==> config.mk <==
export PLATFORM = sky130hd
export DESIGN_NAME = lpim_ram
export DESIGN_NICKNAME = d
export VERILOG_FILES = /design/src/rtl/core/lpim_ram.sv
export SDC_FILE = /design/constraint.sdc
export NUM_CORES = 1
export LEC_CHECK = 0
export ABC_AREA = 1
export BUFFER_PORTS_ARGS = -buffer_cell sky130_fd_sc_hd__buf_2
export CORE_MARGIN = 1
export CORE_UTILIZATION = 40
export DETAILED_ROUTE_END_ITERATION = 10
export GPL_TIMING_DRIVEN = 0
export PLACE_DENSITY = 0.67
export SLEW_MARGIN = 20
export SYNTH_ARGS = -nofsm -noshare
export SYNTH_HDL_FRONTEND = slang
export SYNTH_SLANG_ARGS = --single-unit
export TNS_END_PERCENT = 100
==> constraint.sdc <==
create_clock -name clock -period 1.7 [get_ports clock]
set_clock_uncertainty 0.05 [all_clocks]
set_input_delay 0.34 -clock clock [delete_from_list [all_inputs] [get_ports clock]]
set_output_delay 0.34 -clock clock [all_outputs]
set_load 0.02 [all_outputs]
==> src/rtl/core/lpim_ram.sv <==
// Generic single-port-write, single-port-read synchronous RAM with registered read data.
// No dependencies.
`default_nettype none
module lpim_ram #(
   parameter int unsigned Width = 8,
   parameter int unsigned Depth = 16
) (
   input  wire logic                     clock,
   input  wire logic                     wr_en,
   input  wire logic [$clog2(Depth)-1:0] wr_addr,
   input  wire logic [Width-1:0]         wr_data,
   input  wire logic [$clog2(Depth)-1:0] rd_addr,
   output logic      [Width-1:0]         rd_data
);

   logic [Width-1:0] mem [Depth];
   logic [Width-1:0] rd_data_ff;

   always_ff @(posedge clock) begin
      if (wr_en) begin
         mem[wr_addr] <= wr_data;
      end
   end

   always_ff @(posedge clock) begin
      rd_data_ff <= mem[rd_addr];
   end

   assign rd_data = rd_data_ff;

endmodule
`default_nettype wire

==> run metrics <==
status finished, final reports clean; Slew @ Worst Pin a little over 0.9 ns; Worst Hold Class in -> reg; DR WL/cell around 17 µm; flops & latches, synth about 140; largest family of logic cells by synthesized area simple AND/OR/NAND/NOR gates; Mapped Cells 551; Slew HR approximately 38%; r2r startpoint mem[0][1]$_DFFE_PP_; Peak Freq between 600 and 700 MHz; setup slack after placement -0.184 ns; Yosys warnings 0; final hold vios 0; leading post-synthesis cells by cell area edfxtp_1 67%, nand2_1 11%, nand3_1 8.4%; cell-internal power ~6.0 mW; core area 14000 µm²; DR iter-0 viols 403; share of the synthesized area in the top cell type about two thirds; WP data required 1.69 ns; Final setup viols 0; Die Area around 15000 µm²; Hold Path Sink mem[14][4]$_DFFE_PP_; hold path depth 1; Core Rows 43; placer congestion estimate ~0.89; Setup TNS Final 0 ns; Post-CTS Setup Repair Bufs 0; post-layout net count 610; clock share of power ~44%; Via density a little under 5; CTS tree built; maximum VDD drop 0.000801 V; PwrDens between 1000 and 1500 nW/µm²; clock tree buffer depth 2; post-synthesis net count about 570; Synth Area in Compound Gates 0%; Mapped Area approximately 5800 µm²; IO Port Bufs 22; share of layout cells above drive strength 1 roughly an eighth; Die Y approximately 120 µm; Synth Area in XOR/XNOR 0%; number of buffers created by CTS 17; root buffer cell clkbuf_16; worst r2r dst rd_data[1]$_DFF_P_; largest net degree at the start of global routing 17; vias in the first global route between 3000 and 4000; RSZ-0062 raised after global routing no; Sw Share between 20% and 30%; critical path peak fanout 8; # DRC 0; Pre-antenna DRT Iters 5; mux contribution to synthesized area 0%; worst-skew pair later-pin latency between 0.4 and 0.5 ns; Seq/Total Area, Yosys 69.4%; Pleak between 2 and 3 nW; Psw between 1.5 and 2 mW; synth-to-layout area growth 15.2%; minimum hold slack between 0.2 and 0.3 ns; Resize count post-CTS 0; DRT Wirelength between 10000 and 15000 µm; CTS sink count about 140; Synth Area in Adders 0%; worst setup margin ~0.22 ns; all-layer global routing usage about a fifth; first-pass GRT wire length 20600 µm; Post-Synth Simple-Gate Area between 20% and 30%; cts hold-fix bufs 0; register share of total power about half; Ant. Diodes 0; overall die width about 120 µm; Comb pwr share under 10%; Worst Hold Launch wr_data[4]; Period minus WS final between 1 and 1.5 ns; Final period util about 87%; Synth cell types 12; vias after detailed routing 3837; Total Power roughly 7.7 mW; Synth area leader edfxtp_1; final max-slew violation count 0; critical path arrival around 1.5 ns; CTS clk-pin slew, worst paths around 0.050 ns; initial antenna violation count 0; gr ovfl total 0; CP Launch Type primary input; max-cap violation count 0; H-tree Lvls 4; Crit. End Element flip-flop; register-to-register setup slack just over 0.6 ns; R2R cell count 6; I/O pin count 26; starting density of the core roughly two fifths; DP Wirelength around 9000 µm; CP Class in -> reg; post-synthesis average cell area 10.5 µm²; Post-DRT Antenna Nets 0
-- power by group through the flow --
stage / registers, mW / logic (mW) / clock network, mW
floorplan: 3.86 / 0.264 / 0
finish: 3.77 / 0.510 / 3.39
CTS: 3.77 / 0.508 / 3.44
detailed placement: 3.84 / 0.506 / 0
global placement: 3.84 / 0.495 / 0
global route: 3.77 / 0.559 / 3.56
-- synth_stat cells --
library cell and number:
buf_1 1, nor2_1 17, buf_6 6, inv_1 100
dfxtp_1 8, inv_2 2, nand2_1 173, buf_2 13
nand3_1 97, edfxtp_1 128, nand3b_1 2, buf_4 4
-- layout make-up --
class                      count  area (µm²)
buffer                        24         166
clock buffer                  19         433
clock inverter                11         109
fill                        1288        7340
inverter                     102         383
multi-input combinational    289        1210
sequential                   136        4000
tap                          180         225
timing repair buffer          22         110
-- flip-flops by register name, indices dropped and copies added, names as in the netlist --
signal   count
rd_data      8
mem        128
-- cells by family (layout without fill, tap and decap cells) --
family | after synthesis | count (layout)
DFF | 136 | 136
and+or+nand+nor | 289 | 289
buffers and inverters | 126 | 178
-- stage by stage --
stage               instances  area [µm²]  utilization, %
floorplan                 551        5770               -
global placement          753        6100            43.6
detailed placement        753        6100            43.6
CTS                       783        6640            47.5
global route              783        6640            47.5
finish                    783        6640            47.5
-- how the worst max path moves through the flow --
stage | startpoint | endpoint | slack (ns) | depth (start not counted)
2_1_floorplan | wr_addr[2] | mem[10][0]$_DFFE_PP_ | 0.36 | 2
3_3_place_gp | wr_addr[3] | mem[7][7]$_DFFE_PP_ | -0.15 | 3
6_report | wr_addr[3] | mem[7][7]$_DFFE_PP_ | 0.22 | 3
3_5_place_dp | wr_addr[3] | mem[7][2]$_DFFE_PP_ | -0.18 | 3
4_1_cts | wr_addr[3] | mem[7][7]$_DFFE_PP_ | 0.26 | 3
5_1_grt | wr_addr[0] | mem[12][4]$_DFFE_PP_ | 0.14 | 4
-- placed cells by master, fill, tap and decap left out --
| cell type | synthesis | routed |
|---|---|---|
| nand2_1 | 173 | 173 |
| edfxtp_1 | 128 | 128 |
| inv_1 | 100 | 100 |
| nand3_1 | 97 | 97 |
| buf_2 | 13 | 35 |
| nor2_1 | 17 | 17 |
| clkbuf_16 | 0 | 17 |
| dfxtp_1 | 8 | 8 |
| buf_6 | 6 | 6 |
| clkinv_2 | 0 | 5 |
| buf_4 | 4 | 4 |
| inv_2 | 2 | 2 |
| nand3b_1 | 2 | 2 |
| bufinv_16 | 0 | 2 |
| clkbuf_1 | 0 | 2 |
| clkinv_1 | 0 | 2 |
| buf_1 | 1 | 1 |
| clkinv_4 | 0 | 1 |
| clkinvlp_4 | 0 | 1 |
-- worst max-delay path, stage by stage --
cell and delay, ns:
buf_2 0.12, nand3b_1 0.28, nor2_1 0.72
-- layer usage --
metal | GRT usage, % | vias to the layer above | part of all wire (%) | wire (µm)
li1 | - | 1856 | - | -
met1 | 27.5 | 1808 | 46 | 6290
met2 | 29.3 | 151 | 44 | 6000
met3 | 3.89 | 22 | 6.6 | 892
met4 | 9.91 | 0 | 2.8 | 386
met5 | 0 | - | 0 | 0
No activity file was read; power rests on OpenSTA's default activity.
