`src/rtl/core/lpim_pkg.sv`:
```
// Package for the linear probe index map: sizes, status and operation codes,
// slot store entry and RAM request types. No dependencies.
// SLOTS must be a power of two; the home slot is taken from the low key bits.
`default_nettype none
package lpim_pkg;

   localparam int unsigned SLOTS    = 64;
   localparam int unsigned SlotW    = $clog2(SLOTS);
   localparam int unsigned CountW   = $clog2(SLOTS) + 1;
   localparam int unsigned KeyW     = 64;
   localparam int unsigned ValueW   = 32;
   localparam int unsigned LimitW   = 7;
   localparam int unsigned StatusW  = 2;
   localparam int unsigned RspSlotW = 6;

   localparam logic [LimitW-1:0] LimitReset = 7'd11;

   localparam logic [StatusW-1:0] STATUS_OK        = 2'd0;
   localparam logic [StatusW-1:0] STATUS_NOT_FOUND = 2'd1;
   localparam logic [StatusW-1:0] STATUS_FULL      = 2'd2;

   localparam logic OP_SET = 1'b0;
   localparam logic OP_GET = 1'b1;

   typedef logic [SlotW-1:0] slot_type;

   typedef struct packed {
      logic [KeyW-1:0]   key;
      logic [ValueW-1:0] value;
   } entry_type;

   typedef struct packed {
      slot_type  rd_addr;
      logic      wr_en;
      slot_type  wr_addr;
      entry_type wr_data;
   } ram_req_type;

endpackage
`default_nettype wire

```
`src/rtl/core/lpim_probe_ctrl.sv`:
```
// Probe sequencer: walks the slot store one slot a cycle, holds the used bits
// and live count, and registers the result. Depends on lpim_pkg.
`default_nettype none
module lpim_probe_ctrl import lpim_pkg::*; (
   input  wire logic                 clock,
   input  wire logic                 reset,
   input  wire logic                 start,
   output logic                      busy,
   input  wire logic                 req_operation,
   input  wire logic [KeyW-1:0]      req_key,
   input  wire logic [ValueW-1:0]    req_new_value,
   input  wire logic [LimitW-1:0]    probe_limit,
   output ram_req_type               ram_req,
   input  wire entry_type            ram_rd_data,
   output logic                      rsp_valid,
   output logic      [StatusW-1:0]   rsp_status,
   output logic      [ValueW-1:0]    rsp_read_value,
   output logic      [RspSlotW-1:0]  rsp_slot
);

   localparam logic ST_IDLE  = 1'b0;
   localparam logic ST_PROBE = 1'b1;

   logic                state_ff, state_in;
   slot_type            pos_ff, pos_in;
   logic [CountW-1:0]   steps_ff, steps_in;
   logic [SLOTS-1:0]    used_ff;
   logic [CountW-1:0]   live_count_ff;
   logic                op_ff;
   logic [KeyW-1:0]     key_ff;
   logic [ValueW-1:0]   value_ff;
   slot_type            home_ff;
   logic                full_ff;

   logic                rsp_valid_ff;
   logic [StatusW-1:0]  rsp_status_ff;
   logic [ValueW-1:0]   rsp_read_value_ff;
   logic [RspSlotW-1:0] rsp_slot_ff;

   logic                used_cur, hit, wrapped, over;
   slot_type            nxt;
   logic [CountW-1:0]   steps_nxt;
   logic                done, wr_en, bump;
   logic [StatusW-1:0]  res_status;
   logic [ValueW-1:0]   res_value;
   slot_type            res_slot;
   slot_type            rd_addr;

   assign used_cur  = used_ff[pos_ff];
   assign hit       = (ram_rd_data.key == key_ff);
   assign nxt       = (pos_ff == slot_type'(SLOTS - 1)) ? '0 : pos_ff + 1'b1;
   assign steps_nxt = steps_ff + 1'b1;
   assign wrapped   = (nxt == home_ff);
   assign over      = (steps_nxt > CountW'(probe_limit));

   always_comb begin
      state_in   = state_ff;
      pos_in     = pos_ff;
      steps_in   = steps_ff;
      done       = 1'b0;
      wr_en      = 1'b0;
      bump       = 1'b0;
      res_status = STATUS_OK;
      res_value  = '0;
      res_slot   = pos_ff;
      rd_addr    = nxt;
      unique case (state_ff)
         ST_IDLE: begin
            rd_addr = req_key[SlotW-1:0];
            if (start) begin
               state_in = ST_PROBE;
               pos_in   = req_key[SlotW-1:0];
               steps_in = '0;
            end
         end
         ST_PROBE: begin
            if (op_ff == OP_SET) begin
               if (full_ff) begin
                  done       = 1'b1;
                  res_status = STATUS_FULL;
               end else if (!used_cur || hit) begin
                  done  = 1'b1;
                  wr_en = 1'b1;
                  bump  = !used_cur;
               end else if (wrapped || over) begin
                  done       = 1'b1;
                  res_status = STATUS_FULL;
               end else begin
                  pos_in   = nxt;
                  steps_in = steps_nxt;
               end
            end else begin
               if (!used_cur) begin
                  done       = 1'b1;
                  res_status = STATUS_NOT_FOUND;
               end else if (hit) begin
                  done      = 1'b1;
                  res_value = ram_rd_data.value;
               end else if (wrapped) begin
                  done       = 1'b1;
                  res_status = STATUS_NOT_FOUND;
               end else begin
                  pos_in = nxt;
               end
            end
            if (res_status != STATUS_OK) begin
               res_slot = '0;
            end
            if (done) begin
               state_in = ST_IDLE;
            end
         end
         default: begin
            state_in = ST_IDLE;
         end
      endcase
   end

   always_ff @(posedge clock) begin
      if (reset) begin
         state_ff      <= ST_IDLE;
         used_ff       <= '0;
         live_count_ff <= '0;
         rsp_valid_ff  <= 1'b0;
      end else begin
         state_ff     <= state_in;
         rsp_valid_ff <= done;
         if (wr_en) begin
            used_ff[pos_ff] <= 1'b1;
         end
         if (bump) begin
            live_count_ff <= live_count_ff + 1'b1;
         end
      end
   end

   always_ff @(posedge clock) begin
      pos_ff   <= pos_in;
      steps_ff <= steps_in;
      if (state_ff == ST_IDLE && start) begin
         op_ff    <= req_operation;
         key_ff   <= req_key;
         value_ff <= req_new_value;
         home_ff  <= req_key[SlotW-1:0];
         full_ff  <= (live_count_ff >= CountW'(SLOTS - 1));
      end
      if (done) begin
         rsp_status_ff     <= res_status;
         rsp_read_value_ff <= res_value;
         rsp_slot_ff       <= RspSlotW'(res_slot);
      end
   end

   assign busy            = state_ff;
   assign ram_req.rd_addr = rd_addr;
   assign ram_req.wr_en   = wr_en;
   assign ram_req.wr_addr = pos_ff;
   assign ram_req.wr_data = '{key: key_ff, value: value_ff};

   assign rsp_valid      = rsp_valid_ff;
   assign rsp_status     = rsp_status_ff;
   assign rsp_read_value = rsp_read_value_ff;
   assign rsp_slot       = rsp_slot_ff;

endmodule
`default_nettype wire

```
`config.mk`:
```
export PLATFORM = sky130hd
export DESIGN_NAME = lpim_probe_ctrl
export DESIGN_NICKNAME = d
export VERILOG_FILES = /design/src/rtl/core/lpim_pkg.sv /design/src/rtl/core/lpim_probe_ctrl.sv
export SDC_FILE = /design/constraint.sdc
export NUM_CORES = 1
export LEC_CHECK = 0
export CAP_MARGIN = 10
export CORE_MARGIN = 3
export CORE_UTILIZATION = 50
export DETAILED_ROUTE_END_ITERATION = 10
export DONT_BUFFER_PORTS = 1
export MAX_ROUTING_LAYER = met4
export PLACE_DENSITY = 0.65
export SLEW_MARGIN = 20
export SYNTH_ARGS = -nofsm -noshare
export SYNTH_HDL_FRONTEND = slang
export SYNTH_SLANG_ARGS = --single-unit
export TNS_END_PERCENT = 10
```
`constraint.sdc`:
```
create_clock -name clock -period 8 [get_ports clock]
set_input_delay 2 -clock clock [delete_from_list [all_inputs] [get_ports clock]]
set_output_delay 2 -clock clock [all_outputs]
set_load 0.01 [all_outputs]
```
==> results.md <==
* Syn nets at 967
* I/O Buffers at 0
* Drt via density at 6.308
* Met1 WL at 9.861 mm
* Final Max Tran Viols at 0
* Filler cells at 1497
* #FFs+latches synth at 224
* Slew @ Worst Pin at 988.0 ps
* Die area at 20700 µm²
* Most used cell, CP: nand4_1
* H-Tree Depth at 1
* Post-DP HPWL at 19.52 mm
* Hold Slack at 446.0 ps
* Post-synth top area cell: edfxtp_1
* Slew headroom at 0.3399
* Most common cell in the netlist: edfxtp_1
* Maximum clock frequency at 0.1697 GHz
* WP buf/inv at 1
* Final period util at 0.7365
* Worst vdd rail ir drop at 177.5 µV
* CTS root buf: clkbuf_16
* Cell count after synthesis at 754
* Critical path's top delay family: simple AND/OR/NAND/NOR gates
* CP required at 6000 ps
* Die X at 143.9 µm
* Crit path arrival time at 3890 ps
* Largest net degree at the start of global routing at 97
* Core footprint at 18330 µm²
* CP Launch Type: input port
* Vias in the first global route at 6299
* Worst hold path type: register to register
* Synth cell types at 56
* Leakage at 3.623 nW
* Starting Density at 0.5186
* Post-synth EDFFs at 151
* Synth async-reset ratio at 0
* Hold Vio Cnt, Final at 0
* Highest Signal Layer: met4
* Most used DFF post-synth: edfxtp_1
* Synth-to-Final Area Change at 11.12%
* CTS tree: yes
* Top cell type's share of synthesized area at 0.4770
* Clock skew at 8.628 ps
* Met3 wire length at 2.900 mm
* Post-Route Setup TNS at 0 ps
* Initial drt markers at 610
* Critical path peak fanout at 3
* Post-cts hold buffer count at 0
* Sequential-to-total area share from yosys stat at 0.6307
* Cts repair resizes at 0
* Final Non-Filler Cells at 1000
* Status: finished clean
* Congestion Overflow GR at 0
* Total CTS buffers at 24
* Most instantiated cells after synthesis: 151 x edfxtp_1, 73 x dfxtp_1, 71 x xnor2_1, 52 x nor2_1, 44 x inv_1
* Synth top area cells: edfxtp_1 48%, dfxtp_1 15%, xnor2_1 6.5%
* Share of layout cells above drive strength 1 at 0.08475
* Placed Cells at 952
* Num Clock Sinks at 224
* Max Cap Viol at 0
* Minimum clock period after layout at 5892 ps
* Ys Warns at 0
* Power Density at 258.0 nW/µm²
* Final ANT Viol Nets at 0
* Worst-path clk slew at 60 ps
* GRT Overall Usage at 0.2545
* Crit-path slowest cell: nor4_1
* RSZ-0062 raised after global routing: no
* Endpoint class of the critical path: primary output
* Worst skew pair latency at 510 ps
* WS Path Type: input port to primary output
* FP Rows at 49
* Postcts setup bufs at 0
* Routed wl met2 at 12.86 mm
* Crit path cell chain: xnor2_1, nand4_1, nor4_1, nand4_1, o31ai_4, nand2_1, inv_1
* Chip height at 143.9 µm
* Post-synth design cell area at 9507 µm²
* Vias at 6308
* Remaining DRCs at 0
* Avg Cell Area, Syn at 12.61 µm²
* Delay of the slowest critical-path stage at 650 ps
* Drt total wl at 26.20 mm
* Gpl congestion at 0.9974
* Pre-antenna DRT Iters at 5
* Fin nets at 962
* Drt wl/cell at 26.20 µm
* Initial antenna violation count at 5
* Ports at 354
* Clk buf depth at 3
* Global-route wire length before repair at 38.46 mm
* Setup violators final at 0
## state kept, by name, summed over array words and instances (netlist names)
signal and cells:
live_count_ff 7, rsp_valid 1, op_ff 1, pos_ff 6
key_ff 64, rsp_read_value 32, used_ff 64, rsp_status 2
rsp_slot 6, steps_ff 7, busy 1, full_ff 1
value_ff 32
## final timing paths
kind | from | to | slack, ps | cells after the start
setup reg to reg | pos_ff[1]$_DFFE_PP_ | rsp_status[0]$_SDFFCE_PN0P_ | 3490 | 9
hold reg to reg | used_ff[23]$_SDFFE_PP0P_ | used_ff[23]$_SDFFE_PP0P_ | 450 | 2
hold / removal | used_ff[23]$_SDFFE_PP0P_ | used_ff[23]$_SDFFE_PP0P_ | 450 | 2
setup / recovery | ram_rd_data[41] | ram_req[102] | 2110 | 7
## worst min-delay path, stage by stage, from the launching register on
cell and delay [ps]:
dfxtp_1 310, inv_1 50, a21oi_1 50
## through the flow
step                      setup WS [ps]  utilization  instance area (µm²)  total power [W]
after floorplan                   914.1            -                 9507         0.001537
after global placement             2106       0.5292                 9701         0.001593
after detailed placement           2072       0.5292                 9701         0.001597
after CTS                          2072       0.5755                10550         0.002752
after global routing               2029       0.5761                10560         0.002819
final                              2108       0.5763                10560         0.002726
## layer usage
metal,up-vias,global-route usage
li1,2787,-
met1,3056,0.3023
met2,418,0.4123
met3,47,0.09052
met4,0,0.07136
met5,-,-
## area by class of cell
class	count	area [µm²]	share of cell area
Multi-Input combinational cell	445	3182	0.3012
Tap cell	229	286.5	0.02712
Inverter	45	168.9	0.01599
Clock inverter	12	145.1	0.01374
Timing Repair Buffer	9	71.32	0.006751
Sequential cell	224	5996	0.5676
Antenna cell	4	10.01	0.0009475
Clock buffer	32	704.4	0.06668
## power by group
| group | internal [W] | switching [W] | total, W | leakage, nW |
|---|---|---|---|---|
| Clock | 0.000718 | 0.000433 | 0.00115 | 0.409 |
| Sequential | 0.00130 | 0.0000687 | 0.00136 | 2.09 |
| Combinational | 0.0000774 | 0.000133 | 0.000210 | 1.12 |
| Total | 0.00209 | 0.000634 | 0.00273 | 3.62 |
## kinds of logic after synthesis
| group | Yosys count | share of synthesized area |
|---|---|---|
| AOI/OAI and AO/OA | 128 | 0.09200 |
| xor gates and xnor gates | 77 | 0.07252 |
| and+or+nand+nor | 209 | 0.1199 |
| adders and majority gates | 10 | 0.01316 |
| buffers and inverters | 85 | 0.03672 |
| DFF | 224 | 0.6307 |
| muxes | 21 | 0.03501 |
## cell usage in the layout (no fill, tap or decap), types with 23 or more instances in the layout
master,count
nor2_1,51
o22ai_1,28
nand4_1,23
edfxtp_1,151
clkbuf_16,27
a31oi_1,29
and2_1,41
inv_1,44
dfxtp_1,73
xnor2_1,71
Power figures use the tool's default switching activity.
